`src/sv/lpg_pkg.sv`:
```
// Package for the line pixel generator: item kinds, step sign codes, the
// setup and pixel structs, and the coordinate clamp shared by lpg_setup and lpg_stepper.
// No dependencies.
`default_nettype none

package lpg_pkg;

   // Item kinds carried on req_tuser.
   localparam logic OP_LOAD = 1'b0;
   localparam logic OP_STEP = 1'b1;

   // Two-bit signed step codes.
   localparam logic [1:0] STEP_NEG  = 2'b11;
   localparam logic [1:0] STEP_ZERO = 2'b00;
   localparam logic [1:0] STEP_POS  = 2'b01;

   localparam int COL_W   = 10;
   localparam int ROW_W   = 9;
   localparam int ADDR_W  = 19;
   localparam int COLOR_W = 16;
   localparam int ERR_W   = 12;
   localparam int COORD_W = 11;

   // Everything a load item sets up for the stepping engine.
   typedef struct packed {
      logic [COL_W-1:0]        col;
      logic [ROW_W-1:0]        row;
      logic [9:0]              major_delta;
      logic [9:0]              minor_delta;
      logic signed [ERR_W-1:0] err_term;
      logic [1:0]              col_step;
      logic [1:0]              row_step;
      logic                    axes_swapped;
   } line_setup_type;

   // One emitted pixel.
   typedef struct packed {
      logic                  last;
      logic [COLOR_W-1:0]    pix_color;
      logic [ADDR_W-1:0]     pix_addr;
      logic [ROW_W-1:0]      pix_y;
      logic [COL_W-1:0]      pix_x;
   } pixel_type;

   // Clamps a signed coordinate to 0..limit-1; limit is at most 1024.
   function automatic logic [9:0] clamp_coord(input logic signed [11:0] v,
                                              input logic [10:0] limit);
      logic signed [11:0] top;
      top = $signed({1'b0, limit}) - 12'sd1;
      if (v > top) begin
         return top[9:0];
      end else if (v < 12'sd0) begin
         return 10'd0;
      end else begin
         return v[9:0];
      end
   endfunction

endpackage

`default_nettype wire

```
`src/sv/lpg_setup.sv`:
```
// Line setup: clamps both endpoints to the screen and derives deltas, step
// signs, axis swap and the initial error term. Uses lpg_pkg.
`default_nettype none

module lpg_setup #(
   parameter int SCREEN_WIDTH  = 640,
   parameter int SCREEN_HEIGHT = 480
) (
   input  wire logic signed [10:0] start_x,
   input  wire logic signed [10:0] start_y,
   input  wire logic signed [10:0] end_x,
   input  wire logic signed [10:0] end_y,
   output lpg_pkg::line_setup_type setup
);

   localparam logic [10:0] WIDTH_LIM  = 11'(SCREEN_WIDTH);
   localparam logic [10:0] HEIGHT_LIM = 11'(SCREEN_HEIGHT);

   logic [9:0]  x1;
   logic [9:0]  y1;
   logic [9:0]  x2;
   logic [9:0]  y2;
   logic [9:0]  dx;
   logic [9:0]  dy;
   logic [1:0]  sx;
   logic [1:0]  sy;
   logic        swap;
   logic [9:0]  major;
   logic [9:0]  minor;
   logic signed [12:0] err_wide;

   always_comb begin
      x1 = lpg_pkg::clamp_coord({start_x[10], start_x}, WIDTH_LIM);
      y1 = lpg_pkg::clamp_coord({start_y[10], start_y}, HEIGHT_LIM);
      x2 = lpg_pkg::clamp_coord({end_x[10], end_x}, WIDTH_LIM);
      y2 = lpg_pkg::clamp_coord({end_y[10], end_y}, HEIGHT_LIM);

      if (x2 < x1) begin
         dx = x1 - x2;
         sx = lpg_pkg::STEP_NEG;
      end else if (x2 == x1) begin
         dx = 10'd0;
         sx = lpg_pkg::STEP_ZERO;
      end else begin
         dx = x2 - x1;
         sx = lpg_pkg::STEP_POS;
      end

      if (y2 < y1) begin
         dy = y1 - y2;
         sy = lpg_pkg::STEP_NEG;
      end else if (y2 == y1) begin
         dy = 10'd0;
         sy = lpg_pkg::STEP_ZERO;
      end else begin
         dy = y2 - y1;
         sy = lpg_pkg::STEP_POS;
      end

      swap  = dy > dx;
      major = swap ? dy : dx;
      minor = swap ? dx : dy;
      err_wide = $signed({2'b00, minor, 1'b0}) - $signed({3'b000, major});

      setup.col          = x1;
      setup.row          = y1[8:0];
      setup.major_delta  = major;
      setup.minor_delta  = minor;
      setup.err_term     = err_wide[11:0];
      setup.col_step     = sx;
      setup.row_step     = sy;
      setup.axes_swapped = swap;
   end

endmodule

`default_nettype wire

```
`src/sv/lpg_stepper.sv`:
```
// Stepping engine: holds the running line state, emits the current pixel and
// advances one Bresenham step per step item while a line is active. Uses lpg_pkg.
`default_nettype none

module lpg_stepper #(
   parameter int SCREEN_WIDTH  = 640,
   parameter int SCREEN_HEIGHT = 480
) (
   input  wire logic                   clock,
   input  wire logic                   reset,
   input  wire logic                   load_en,
   input  wire logic                   step_en,
   input  wire lpg_pkg::line_setup_type setup,
   input  wire logic [15:0]            line_color,
   output logic                        pix_valid,
   output lpg_pkg::pixel_type          pixel
);

   localparam logic [10:0] WIDTH_LIM  = 11'(SCREEN_WIDTH);
   localparam logic [10:0] HEIGHT_LIM = 11'(SCREEN_HEIGHT);
   localparam logic [9:0]  WIDTH_MUL  = 10'(SCREEN_WIDTH);

   logic               active_ff, active_in;
   logic [9:0]         col_ff, col_in;
   logic [8:0]         row_ff, row_in;
   logic signed [11:0] err_ff, err_in;
   logic [9:0]         major_ff, major_in;
   logic [9:0]         minor_ff, minor_in;
   logic [9:0]         left_ff, left_in;
   logic [1:0]         cstep_ff, cstep_in;
   logic [1:0]         rstep_ff, rstep_in;
   logic               swap_ff, swap_in;
   logic [15:0]        color_ff, color_in;

   logic               is_last;
   logic               err_pos;
   logic signed [11:0] c_next;
   logic signed [11:0] r_next;
   logic signed [11:0] c_inc;
   logic signed [11:0] r_inc;
   logic signed [12:0] err_next;
   logic [18:0]        row_prod;
   logic [19:0]        addr_sum;

   always_comb begin
      is_last = left_ff <= 10'd1;
      err_pos = !err_ff[11];

      // Minor axis moves only when the error term is non-negative.
      c_inc = {{10{cstep_ff[1]}}, cstep_ff};
      r_inc = {{10{rstep_ff[1]}}, rstep_ff};
      if (swap_ff && !err_pos) begin
         c_inc = 12'sd0;
      end
      if (!swap_ff && !err_pos) begin
         r_inc = 12'sd0;
      end
      c_next = $signed({2'b00, col_ff}) + c_inc;
      r_next = $signed({3'b000, row_ff}) + r_inc;

      err_next = $signed({err_ff[11], err_ff}) + $signed({2'b00, minor_ff, 1'b0});
      if (err_pos) begin
         err_next = err_next - $signed({2'b00, major_ff, 1'b0});
      end

      row_prod = row_ff * WIDTH_MUL;
      addr_sum = {1'b0, row_prod} + {10'd0, col_ff};

      pix_valid       = step_en && active_ff;
      pixel.pix_x     = col_ff;
      pixel.pix_y     = row_ff;
      pixel.pix_addr  = addr_sum[18:0];
      pixel.pix_color = color_ff;
      pixel.last      = is_last;

      active_in = active_ff;
      col_in    = col_ff;
      row_in    = row_ff;
      err_in    = err_ff;
      major_in  = major_ff;
      minor_in  = minor_ff;
      left_in   = left_ff;
      cstep_in  = cstep_ff;
      rstep_in  = rstep_ff;
      swap_in   = swap_ff;
      color_in  = color_ff;

      if (load_en) begin
         active_in = 1'b1;
         col_in    = setup.col;
         row_in    = setup.row;
         err_in    = setup.err_term;
         major_in  = setup.major_delta;
         minor_in  = setup.minor_delta;
         left_in   = setup.major_delta + 10'd1;
         cstep_in  = setup.col_step;
         rstep_in  = setup.row_step;
         swap_in   = setup.axes_swapped;
         color_in  = line_color;
      end else if (pix_valid) begin
         col_in = lpg_pkg::clamp_coord(c_next, WIDTH_LIM);
         row_in = 9'(lpg_pkg::clamp_coord(r_next, HEIGHT_LIM));
         err_in = err_next[11:0];
         if (is_last) begin
            left_in   = 10'd0;
            active_in = 1'b0;
         end else begin
            left_in = left_ff - 10'd1;
         end
      end
   end

   always_ff @(posedge clock) begin
      if (reset) begin
         active_ff <= 1'b0;
         col_ff    <= '0;
         row_ff    <= '0;
         err_ff    <= '0;
         major_ff  <= '0;
         minor_ff  <= '0;
         left_ff   <= '0;
         cstep_ff  <= '0;
         rstep_ff  <= '0;
         swap_ff   <= 1'b0;
         color_ff  <= '0;
      end else begin
         active_ff <= active_in;
         col_ff    <= col_in;
         row_ff    <= row_in;
         err_ff    <= err_in;
         major_ff  <= major_in;
         minor_ff  <= minor_in;
         left_ff   <= left_in;
         cstep_ff  <= cstep_in;
         rstep_ff  <= rstep_in;
         swap_ff   <= swap_in;
         color_ff  <= color_in;
      end
   end

endmodule

`default_nettype wire

```
`src/sv/lpg_out_stage.sv`:
```
// Result register with a skid entry, so a pixel produced while the output is
// stalled is held rather than lost. Uses lpg_pkg.
`default_nettype none

module lpg_out_stage (
   input  wire logic               clock,
   input  wire logic               reset,
   input  wire logic               in_valid,
   input  wire lpg_pkg::pixel_type in_pixel,
   output logic                    in_ready,
   output logic                    out_valid,
   input  wire logic               out_ready,
   output lpg_pkg::pixel_type      out_pixel
);

   logic               out_valid_ff, out_valid_in;
   lpg_pkg::pixel_type out_pixel_ff, out_pixel_in;
   logic               skid_valid_ff, skid_valid_in;
   lpg_pkg::pixel_type skid_pixel_ff, skid_pixel_in;

   always_comb begin
      out_valid_in  = out_valid_ff;
      out_pixel_in  = out_pixel_ff;
      skid_valid_in = skid_valid_ff;
      skid_pixel_in = skid_pixel_ff;

      // New items are taken only while the skid entry is empty.
      if (!out_valid_ff || out_ready) begin
         if (skid_valid_ff) begin
            out_valid_in  = 1'b1;
            out_pixel_in  = skid_pixel_ff;
            skid_valid_in = 1'b0;
         end else begin
            out_valid_in = in_valid;
            out_pixel_in = in_pixel;
         end
      end else if (in_valid) begin
         skid_valid_in = 1'b1;
         skid_pixel_in = in_pixel;
      end
   end

   always_ff @(posedge clock) begin
      if (reset) begin
         out_valid_ff  <= 1'b0;
         skid_valid_ff <= 1'b0;
      end else begin
         out_valid_ff  <= out_valid_in;
         skid_valid_ff <= skid_valid_in;
      end
      out_pixel_ff  <= out_pixel_in;
      skid_pixel_ff <= skid_pixel_in;
   end

   assign in_ready  = !skid_valid_ff;
   assign out_valid = out_valid_ff;
   assign out_pixel = out_pixel_ff;

endmodule

`default_nettype wire

```
`src/sv/line_pixel_generator.sv`:
```
// Line pixel generator top level: Bresenham line rasterizer with a stream
// input and a stream pixel output. Uses lpg_pkg, lpg_setup, lpg_stepper and
// lpg_out_stage.
//
// A load item (tuser = 0) takes two endpoints and a color and
// gives no pixel; endpoints are clamped to the screen. Each step item
// (tuser = 1) gives the next pixel of the line with its column, row,
// frame-buffer index (row * SCREEN_WIDTH + column) and color; tlast marks the
// final pixel. A line of major-axis length d gives d + 1 pixels. Step items
// while no line is running are taken and dropped. The line state registers
// advance once per accepted step of a running line, and the pixel goes
// through a result register with one skid entry, so an item is accepted in
// every cycle as long as the consumer keeps up.
`default_nettype none

module line_pixel_generator #(
   parameter int SCREEN_WIDTH  = 640,
   parameter int SCREEN_HEIGHT = 480
) (
   input  wire logic        clock,
   input  wire logic        reset,
   input  wire logic        req_tvalid,
   output logic             req_tready,
   // start_x[10:0], start_y[21:11], end_x[32:22], end_y[43:33],
   // line_color[59:44], zero[63:60]
   input  wire logic [63:0] req_tdata,
   // op[0]
   input  wire logic        req_tuser,
   output logic             rsp_tvalid,
   input  wire logic        rsp_tready,
   // pix_x[9:0], pix_y[18:10], pix_addr[37:19], pix_color[53:38], zero[55:54]
   output logic [55:0]      rsp_tdata,
   output logic             rsp_tlast
);

   logic                    accept;
   logic                    load_en;
   logic                    step_en;
   lpg_pkg::line_setup_type setup;
   logic                    pix_valid;
   lpg_pkg::pixel_type      pixel;
   lpg_pkg::pixel_type      out_pixel;

   assign accept  = req_tvalid && req_tready;
   assign load_en = accept && (req_tuser == lpg_pkg::OP_LOAD);
   assign step_en = accept && (req_tuser == lpg_pkg::OP_STEP);

   lpg_setup #(
      .SCREEN_WIDTH  (SCREEN_WIDTH),
      .SCREEN_HEIGHT (SCREEN_HEIGHT)
   ) u_setup (
      .start_x (req_tdata[10:0]),
      .start_y (req_tdata[21:11]),
      .end_x   (req_tdata[32:22]),
      .end_y   (req_tdata[43:33]),
      .setup   (setup)
   );

   lpg_stepper #(
      .SCREEN_WIDTH  (SCREEN_WIDTH),
      .SCREEN_HEIGHT (SCREEN_HEIGHT)
   ) u_stepper (
      .clock      (clock),
      .reset      (reset),
      .load_en    (load_en),
      .step_en    (step_en),
      .setup      (setup),
      .line_color (req_tdata[59:44]),
      .pix_valid  (pix_valid),
      .pixel      (pixel)
   );

   lpg_out_stage u_out_stage (
      .clock     (clock),
      .reset     (reset),
      .in_valid  (pix_valid),
      .in_pixel  (pixel),
      .in_ready  (req_tready),
      .out_valid (rsp_tvalid),
      .out_ready (rsp_tready),
      .out_pixel (out_pixel)
   );

   assign rsp_tdata = {2'b00, out_pixel.pix_color, out_pixel.pix_addr,
                       out_pixel.pix_y, out_pixel.pix_x};
   assign rsp_tlast = out_pixel.last;

endmodule

`default_nettype wire

```
`config.mk`:
```
export PLATFORM = sky130hd
export DESIGN_NAME = line_pixel_generator
export DESIGN_NICKNAME = d
export VERILOG_FILES = /design/src/sv/lpg_pkg.sv /design/src/sv/lpg_setup.sv /design/src/sv/lpg_stepper.sv /design/src/sv/lpg_out_stage.sv /design/src/sv/line_pixel_generator.sv
export SDC_FILE = /design/constraint.sdc
export NUM_CORES = 1
export LEC_CHECK = 0
export ABC_AREA = 1
export BUFFER_PORTS_ARGS = -buffer_cell sky130_fd_sc_hd__buf_2
export CAP_MARGIN = 20
export CORE_AREA = 8 8 156 195
export DETAILED_ROUTE_END_ITERATION = 12
export DIE_AREA = 0 0 164 203
export GPL_TIMING_DRIVEN = 0
export HOLD_SLACK_MARGIN = 0.1
export PLACE_DENSITY_LB_ADDON = 0.15
export SLEW_MARGIN = 40
export SYNTH_ARGS = -nofsm -noshare
export SYNTH_HDL_FRONTEND = slang
export SYNTH_SLANG_ARGS = --single-unit
```
`constraint.sdc`:
```
create_clock -name clock -period 7.9 [get_ports clock]
set_input_delay 2.37 -clock clock [delete_from_list [all_inputs] [get_ports clock]]
set_output_delay 2.37 -clock clock [all_outputs]
set_load 0.05 [all_outputs]
```
; ---- Yosys cells after proc, flatten, opt, wreduce, memory -nomap -nowiden
; Cells that the tools add are included.
[op_classes]
n_addsub = 12
mul = 1
magnitude_cmp = 16
eq_ne = 2
n_mux = 39
bitwise_logic = 2
reduce_logical = 15
[op_table]
columns = operator, n
row1 = two-way mux 10 bit, 21
row2 = two-way mux 12 bit, 5
row3 = two-way mux 55 bit, 1
row4 = "< comparator 11 x 1 -> 1 bit, second input constant", 4
row5 = subtractor 10 bit, 4
row6 = two-way mux 9 bit, 4
row7 = "< comparator 12 x 1 -> 1 bit, second input constant", 2
row8 = "greater-than comparator 11 x 10 -> 1 bit, second input constant", 2
row9 = "greater-than comparator 11 bit, second input constant", 2
row10 = equality test 10 bit, 2
row11 = < comparator 10 bit, 2
row12 = adder 19 x 10 -> 19 bit, 1
row13 = adder 10 x 12 -> 12 bit, 1
row14 = adder 11 x 12 -> 12 bit, 1
row15 = adder 12 bit, 1
row16 = "greater-than comparator 12 x 10 -> 1 bit, second input constant", 1
row17 = "greater-than comparator 12 x 11 -> 1 bit, second input constant", 1
row18 = "multiplier 9 x 3 -> 12 bit, second input constant", 1
row19 = subtractor 11 x 10 -> 12 bit, 1
row20 = subtractor 12 bit, 1
row21 = "adder 10 x 1 -> 10 bit, second input constant", 1
row22 = greater-than comparator 10 bit, 1
row23 = "less-or-equal comparator 10 x 1 -> 1 bit, second input constant", 1
row24 = "subtractor 10 x 1 -> 10 bit, second input constant", 1
row25 = 9 further kinds, 25
[totals]
regBits = 195
out_inout_bits = 59
wordCells = 110

; ---- Longest topological paths before layout
; Gate-level depths: netlist of run 1.
[depth]
word_depth = 10
mapped_depth = 42
depth_no_buf = 41

; ---- Modules after synthesis
; From an unflattened synthesis of run 1, not the netlist that was laid out.
[hier_totals]
cells_unflattened = 1871
area_unflattened_um2 = 13865.8
[by_module_without_submodules]
columns = module, n_inst, cells_each, area_per_inst_um2
row1 = lpg_stepper, 1, 984, 6362.4
row2 = lpg_out_stage, 1, 300, 4102.7
row3 = lpg_setup, 1, 580, 3367.0
row4 = line_pixel_generator, 1, 7, 33.8

; ---- Least setup slack after synthesis of run 1
; No wires, ideal clock.
[synth_path]
kind = input-to-reg
start = input req_tdata[17]
end = register u_stepper.err_ff[8]
setup_time_ns = 0.119
arrival_time_ns = 6.898
path_slack_ns = 0.882
path_stages = 35
path_buffers = 4
cell_sequence = inv_1 nor2_1 nand2_2 nand2_2 a21oi_1 inv_1 ha_1 clkbuf_1 nand2_1 nor2_1 nand3_4 nand3_4 buf_6 a21oi_1 o21ai_0 nand2_1 ha_1 nand4_1 nor2_1 o21ai_0 o2111ai_1 nand2_1 clkbuf_1 clkbuf_1 o21ai_0 ha_1 inv_1 o21ai_1 inv_1 nand2_2 nand3_1 nand2_1 nand2_1 nand3_1 a21oi_1
[synth_lines]
columns = element, line_no
row1 = "start, declared", line_pixel_generator.sv:26  ; input wire logic [63:0] req_tdata,
row2 = "end signal, assigned", lpg_stepper.sv:130  ; err_ff <= err_in;
row3 = "end, declared", lpg_stepper.sv:26  ; logic signed [11:0] err_ff, err_in;

==> results of run 1 <==
worst reg2reg max path: stages, from the launching register on:
cell and delay [ps]:
dfxtp_1 350, clkbuf_1 420, inv_1 280, clkbuf_1 310
nor2_1 170, nor2_1 100, ha_1 220, fa_1 410
nand3_1 90, nand2_1 90, a21oi_1 130, o21bai_1 100
nand2_1 80, nand2_1 50, a21oi_1 200, inv_1 70
a21oi_1 160, mux2i_1 330, nand2_1 180, o21ai_0 220
a31oi_1 100
logic make-up (layout without fill, tap and decap cells):
family	after synthesis	in the layout	synth area share, %
multiplexers	1	1	0.07415
other	2	4	0.05563
AO/OA/AOI/OAI	340	340	14.11
AND/OR/NAND/NOR	805	805	27.06
XOR/XNOR	59	59	3.828
adder cells (fa/ha/maj)	115	115	11.22
flip-flops	180	180	33.81
buffers and inverters	334	487	9.843
synth_stat cells (3+ instances only):
master,number,area [µm²]
nand2_1,456,1712
xor2_1,36,315.3
a31oi_1,26,162.7
ha_1,105,1314
o21bai_1,10,75.07
a21o_1,4,30.03
o211ai_1,10,75.07
fa_1,10,200.2
nand3_1,127,635.6
nand3b_1,3,22.52
nand2_2,36,225.2
dfxtp_1,84,1682
clkbuf_1,44,165.2
nand3_2,10,100.1
inv_2,11,41.29
o21ai_2,3,26.28
nor2_2,9,56.30
nand3_4,4,70.07
xnor2_1,23,201.4
o21ai_1,4,20.02
edfxtp_1,96,2883
nand2_4,7,78.83
nor3_1,13,65.06
or2_2,7,43.79
o22ai_1,3,18.77
buf_4,10,75.07
a21oi_1,133,665.6
nor2_1,98,367.9
o21ai_0,128,640.6
nand4_1,19,118.9
nor2_4,9,101.4
buf_2,7,35.03
inv_1,255,957.2
flip-flops by register name (all words and copies together), names as in the netlist:
name	cells
u_stepper.major_ff	10
u_stepper.col_ff	10
u_stepper.err_ff	11
u_stepper.swap_ff	1
u_out_stage.out_pixel	48
u_out_stage.out_valid	1
u_stepper.minor_ff	10
u_stepper.color_ff	16
u_stepper.row_ff	9
u_stepper.left_ff	10
u_out_stage.skid_pixel_ff	48
u_stepper.cstep_ff	2
u_stepper.active_ff	1
u_out_stage.skid_valid_ff	1
u_stepper.rstep_ff	2
what timing repair did:
| action | in CTS | in global routing |
|---|---|---|
| endpoints found under the setup margin | 4 | 10 |
| pin swaps | 0 | 1 |
| hold buffers | 0 | 0 |
| resized for setup | 2 | 15 |
worst paths after layout:
check                         startpoint                             to  cells past startpoint
setup / recovery           req_tdata[43]           u_stepper.err_ff[11]                     33
hold / removal    u_stepper.color_ff[11]  u_out_stage.skid_pixel_ff[49]                      0
setup reg to reg    u_stepper.err_ff[11]            u_stepper.row_ff[1]                     20
hold reg to reg   u_stepper.color_ff[11]  u_out_stage.skid_pixel_ff[49]                      0
report_power, final:
group / total [µW] / switching, µW / internal [µW]
combinational: 2310 / 1570 / 748
sequential: 1090 / 40.8 / 1050
clock: 912 / 446 / 466
routing by layer:
layer	up-vias	share of wire (%)	routed length, µm
li1	6310	-	-
met1	5751	42	15820
met2	254	51	19250
met3	59	4.4	1687
met4	0	3.1	1181
met5	-	0	0
layout by cell type, fill, tap and decap left out, drive strengths merged, types with 8 or more instances in the layout:
cell type | netlist | final
nor3 | 13 | 13
or2 | 8 | 8
inv | 268 | 275
nand2 | 499 | 499
nand4 | 21 | 21
xor2 | 36 | 36
nand3 | 141 | 141
o211ai | 10 | 10
dfxtp | 84 | 84
buf | 21 | 145
clkinv | 1 | 8
ha | 105 | 105
clkbuf | 44 | 58
xnor2 | 23 | 23
a21oi | 136 | 136
a31oi | 26 | 26
fa | 10 | 10
o21ai | 136 | 136
nor2 | 116 | 116
o21bai | 10 | 10
edfxtp | 96 | 96
per-stage QoR:
| stage | setup slack (ps) | hold WS, ps |
|---|---|---|
| final | 400.0 | 433.3 |
| after floorplan | 882.2 | 408.2 |
| after detailed placement | -605.7 | 414.0 |
| after global placement | -590.3 | 408.6 |
| after CTS | 44.72 | 433.9 |
| after global routing | 0.2540 | 438.7 |
cell type report:
class / instances / area (µm²)
fillers: 2694 / 12000
multi-input cells: 1324 / 7672
flip-flops and latches: 180 / 4564
inverters: 269 / 1015
repair buffers: 124 / 670.6
well taps: 350 / 437.9
clock buffers: 17 / 425.4
plain buffers: 62 / 305.3
clock inverters: 15 / 217.7
==> metrics.sh, run 1 <==
STATUS='finished clean'
GRT_MAX_DEGREE=31
SLEW_VIOL_FINAL=0
SYNTH-SEQ-AREA-SHARE_PCT=33.81
MAXCAPVIOLATIONS=0
DETAIL_ROUTE.ITER0.VIOLATIONS=768
LEAKAGE_uW=0.007642
CRITPATHARRIVALTIME_PS=7870
WORST_SKEW_LATE_LATENCY_PS=450
POSTSYNTHREGISTERBITS=180
CLKSINKCOUNT=180
HPWL_UM=30720
SYN2LAYOUT_AREA_GROWTH_PCT=13.40
TIGHTESTPINTRANSITION_PS=820.7
GRT.MET3_USAGE_PCT=3.728
SYNTHESIS.AREA_PER_INSTANCE_UM2=7.353
CRITICAL_PATH_PEAK_FANOUT=10
CTS_H_TREE_LVLS=4
TOTALWIRELENGTH_UM=37940
FIN_NETS=2162
TIMING.MAX_SLEW.REL_SLACK_PCT=45.29
GRT_SETUP_UNREPAIRED='no'
FP.DIEAREA_MM2=0.03329
POST_CTS_BUFFERS=0
GROUTE.USAGE.OVERALL_PCT=23.04
CRITICAL_PATH.SLOWEST_CELL='ha_1'
SYNTH_CELLS=1836
SYNTH_ENABLE_FLOP_CELLS=96
FIN_TNS_SETUP_PS=0
DETAILEDROUTE.FIRSTPASSITERATIONCOUNT=6
FINISH.INSTANCE_AREA_MM2=0.01531
DOMINANT_SYNTHESIZED_FLOP_CELL='edfxtp_1'
CTSROOTBUFFERMASTER='clkbuf_16'
WORST_SETUP_HOLD_PATH_CLK_SLEW_PS=80
NUM_VIAS=12370
SETUP_VIOLATIONS=0
PLACED_CELLS=2312
CRIT_TOP_CELL='inv_1'
P_TOTAL_uW=4318
DIE_W_UM=164
GRT_MOST_USED_LAYER='met2'
DIE-HEIGHT_UM=203
FINAL_MIN_PERIOD_OVER_CLOCK_PERIOD_PCT=94.94
CRIT_PATH_MAX_INCR_DELAY_PS=410
POWER.IR.VDD_WORST_uV=221.2
DETAIL_ROUTE.WL_PER_CELL_UM=16.21
ANTENNA_VIOLATING_NETS_POST_ROUTE=0
SYNTHDISTINCTLIBCELLS=59
MAX_FREQ_MHz=133.3
DRC_ERRORS=0
FINAL_CELL_COUNT_NO_FILL=2341
CP_DATA_REQUIRED_TIME_PS=8270
ANTENNA-DIODE-COUNT=0
TIMING.FINAL.HOLD_VIOLATIONS=0
MAPPEDNETLISTAREA_MM2=0.01350
R2R_SLACK_PS=3720
IOPINCOUNT=128
PLACEMENT_ROWS=68
POST_PLACE_INSTANCE_AREA_MM2=0.01463
IO_BUFFER_COUNT=120
FIRST_GLOBAL_VIAS=12100
WORSTSETUPPATHTYPE='in -> reg'
GRTUSAGEMET1_PCT=26.86
LAYOUT-DRIVE-GT1-SHARE_PCT=14.77
BUFS_AND_INVS_ON_WORST_PATH=10
POWER.DENSITY_mW_PER_MM2=282.1
GRT.OVERFLOW.TOTAL=0
TIMING.CRITICAL_PATH.TO_TYPE='flip-flop'
SYNTH-WARNING-COUNT=0
WORST_SETUP_PATH_START_KIND='input port'
UTILIZATION_PCT=56.05
TRITONCTS='built'
FINAL_PERIOD_MINUS_WORST_SETUP_SLACK_PS=7500
FIRST_PASS_GRT_WIRE_LENGTH_UM=61010
DRT-VIAS-PER-INSTANCE=5.286
CORE_AREA_MM2=0.02731
ANTENNA_FOUND_INITIAL=0
HOLDCRITPATHCLASS='reg -> reg'
GLOBALPLACE.CONGESTION=0.9350
CP_TOP_FAMILY='compound AO/OA/AOI/OAI gates'
NUMCTSBUFFERS=17
CTS_BUFFER_DEPTH=2
INITIAL_UTILIZATION_PCT=49.43
WORST_CLOCK_SKEW_PS=10.61
POSTSYNTH.ASYNCRESETSHARE_PCT=0
GRT_USE_MET2_PCT=41.31
No activity file was read; power rests on OpenSTA's default activity.
==> inputs of run 2 (changes only) <==
Settings changed: CELL_PAD_IN_SITES_DETAIL_PLACEMENT set to 0, CELL_PAD_IN_SITES_GLOBAL_PLACEMENT set to 1, CORE_AREA 8 8 156 195 to 8 8 164 205, DIE_AREA 0 0 164 203 to 0 0 172 213, REMOVE_ABC_BUFFERS set to 1.
==> metrics.sh, run 2 (synthesis results as in run 1) <==
BUFS_AND_INVS_ON_WORST_PATH=8  # -2
DETAILEDROUTE.FIRSTPASSITERATIONCOUNT=5  # -1
DIE_W_UM=172  # +4.9%
CLKSINKCOUNT=180  # unchanged
LEAKAGE_uW=0.007543  # -1.3%
TOTAL_SWITCHING_POWER_uW=1962  # -4.4%
CTSROOTBUFFERMASTER='clkbuf_16'
UTILIZATION_PCT=50.02  # -6.0 points
POWER_FRAC_SEQ_PCT=26.0  # +0.7 points
WORST_SETUP_HOLD_PATH_CLK_SLEW_PS=70  # about the same
GRT_MAX_DEGREE=77  # +150%
SETUP_VIOLATIONS=0  # unchanged
SLEW_VIOL_FINAL=0  # unchanged
NFILLCELLS=3137  # +16%
HPWL_UM=28120  # -8.4%
GRT.OVERFLOW.TOTAL=0  # unchanged
P_CLK_SHARE_PCT=18.7  # -2.4 points
STATUS='finished clean'
WORSTSETUPPATHTYPE='in -> reg'
CRIT_PATH_MAX_INCR_DELAY_PS=420  # about the same
ANTENNA-DIODE-COUNT=0  # unchanged
COMB_POWER_SHARE_PCT=55.3  # +1.7 points
SYN2LAYOUT_AREA_GROWTH_PCT=12.82
WORSTREG2REGEND='u_stepper.row_ff[1]'
POSTLAYOUTSETUPSLACKWORST_PS=419.5  # +19.44 ps
CTS_H_TREE_LVLS=4  # unchanged
CRITICAL_PATH.SLOWEST_CELL='ha_1'
CORE_AREA_MM2=0.03045  # +11%
IO_BUFFER_COUNT=121  # +0.83%
TIGHTESTPINTRANSITION_PS=790.4  # -30.28 ps
MAXCAPVIOLATIONS=0  # unchanged
GRT_SETUP_UNREPAIRED='no'
FINAL_MIN_PERIOD_OVER_CLOCK_PERIOD_PCT=94.69  # -0.25 points
HOLD_PATH_DEPTH=0  # unchanged
WORSTHOLDSTART='u_stepper.color_ff[1]'
WORST_SETUP_PATH_START_KIND='input port'
POWER.DENSITY_mW_PER_MM2=276.4  # -2.0%
DETAIL_ROUTE.WL_PER_CELL_UM=15.09  # -6.9%
IOPINCOUNT=128  # unchanged
R2R_SLACK_PS=3760  # +40 ps
TOTALWIRELENGTH_UM=35500  # -6.4%
PLACEMENT_ROWS=72  # +5.9%
FP.DIEAREA_MM2=0.03664  # +10%
FIRST_GLOBAL_VIAS=11550  # -4.5%
INITIAL_UTILIZATION_PCT=44.33  # -5.1 points
FIN_NETS=2117  # -2.1%
MULTI_INPUT_COMB_AREA_MM2=0.007706  # +0.44%
DRC_ERRORS=0  # unchanged
FINAL_CELL_MIX='453 x nand2_1, 251 x inv_1, 128 x a21oi_1, 128 x o21ai_0, 127 x nand3_1'
WORST_CLOCK_SKEW_PS=10.13  # -0.4776 ps
TIMING.MAX_SLEW.REL_SLACK_PCT=47.31  # +2.0 points
TIMING.CRITICAL_PATH.TO_TYPE='flip-flop'
FINAL_PERIOD_MINUS_WORST_SETUP_SLACK_PS=7481  # -19.44 ps
SWSHARE_PCT=46.61  # -0.93 points
DIE-HEIGHT_UM=213  # +4.9%
ANTENNA_FOUND_INITIAL=0  # unchanged
TIMING.FINAL.HOLD_VIOLATIONS=0  # unchanged
NUMCTSBUFFERS=17  # unchanged
FINAL_COMMON_CELL='nand2_1'
CP_TOP_FAMILY='simple AND/OR/NAND/NOR gates'
FINAL-SEQ-AREA_MM2=0.004568  # about the same
CRITPATHARRIVALTIME_PS=7850  # -20 ps
DRT-VIAS-PER-INSTANCE=5.060  # -4.3%
CRITICAL_PATH.REG2REG.STARTPOINT='u_stepper.err_ff[11]'
NUM_VIAS=11900  # -3.8%
CRIT_TOP_CELL='nand2_1'
DP_SLACK_PS=-910.4  # -304.8 ps
ANTENNA_VIOLATING_NETS_POST_ROUTE=0  # unchanged
WORST_HOLD_PATH.ENDPOINT='u_out_stage.skid_pixel_ff[39]'
POWER.IR.VDD_WORST_uV=152.0  # -31%
CRITICAL_PATH_PEAK_FANOUT=12  # +2
CP_DATA_REQUIRED_TIME_PS=8270  # about the same
DETAIL_ROUTE.ITER0.VIOLATIONS=589  # -23%
TRITONCTS='built'
WORST_SKEW_LATE_LATENCY_PS=440  # about the same
HOLDCRITPATHCLASS='reg -> reg'
GROUTE.USAGE.OVERALL_PCT=19.70  # -3.3 points
LAYOUT-DRIVE-GT1-SHARE_PCT=15.32  # +0.55 points
FIRST_PASS_GRT_WIRE_LENGTH_UM=57100  # -6.4%
INTERNAL_POWER_uW=2247  # -0.79%
GLOBALPLACE.CONGESTION=0.8981  # -3.9%
CTS_BUFFER_DEPTH=2  # unchanged
REG2REG_DEPTH=17  # -15%
MAX_FREQ_MHz=133.7  # +0.26%
[run 2: cell count changes in the layout (fill, tap and decap cells not counted), sizes merged]
cell	change
nand2	+1
buf	-7
clkinvlp	+6
bufinv	-1
clkbuf	-37
clkinv	-2
inv	-6
[run 2: area by class of cell]
class	count	share of cell area, %
clock buffers	21	3.097
repair inverters	2	0.06572
clock inverters	10	0.4929
repair buffers	138	5.652
well taps	407	3.344
flip-flops and latches	180	30.00
multi-input cells	1325	50.60
inverters	269	6.753
[run 2: timing repair]
action	in CTS	in global routing
cloned	1	2
pin swaps	0	1
hold buffers	0	0
buffers inserted	0	6
setup endpoints to repair	8	10
resized for setup	2	9
[run 2: worst max-delay path by stage]
stage | from | end | slack, ps | cells after the start
2_1_floorplan | req_tdata[17] | u_stepper.err_ff[8] | 560 | 33
3_3_place_gp | req_tvalid | u_stepper.err_ff[10] | -2050 | 9
3_5_place_dp | req_tdata[10] | u_stepper.err_ff[10] | -910 | 32
4_1_cts | req_tdata[10] | u_stepper.err_ff[10] | 90 | 32
5_1_grt | req_tdata[10] | u_stepper.err_ff[9] | 5 | 32
6_report | req_tdata[10] | u_stepper.err_ff[6] | 420 | 36
[run 2: power groups by stage]
stage               Sequential, µW  Combinational [µW]  Clock [µW]
CTS                           1090                2260         809
global placement              1110                2210           0
detailed placement            1110                2240           0
floorplan                     1190                1600           0
finish                        1090                2330         787
global route                  1100                2630         841
[run 2: through the flow]
stage / cell area [µm²] / power, µW / cells / TNS [ps] / hold slack [ps]
final: 15230 / 4209 / 2352 / 0 / 428.5
after global routing: 15230 / 4575 / 2352 / 0 / 443.3
after CTS: 15130 / 4165 / 2344 / 0 / 430.0
after detailed placement: 14570 / 3351 / 2312 / -7309 / 413.6
after global placement: 14310 / 3325 / 2301 / -112530 / 411.4
after floorplan: 13190 / 2789 / 1773 / 0 / 408.2
[run 2: metal layers]
| layer | global-route usage [%] | part of all wire (%) | routed length, µm | vias up |
|---|---|---|---|---|
| met4 | 7.415 | 2.5 | 903 | 0 |
| met1 | 23.23 | 43 | 15280 | 5424 |
| met5 | 0 | 0 | 0 | - |
| met3 | 2.146 | 3.8 | 1358 | 49 |
| met2 | 35.99 | 51 | 17960 | 214 |
| li1 | - | - | - | 6215 |
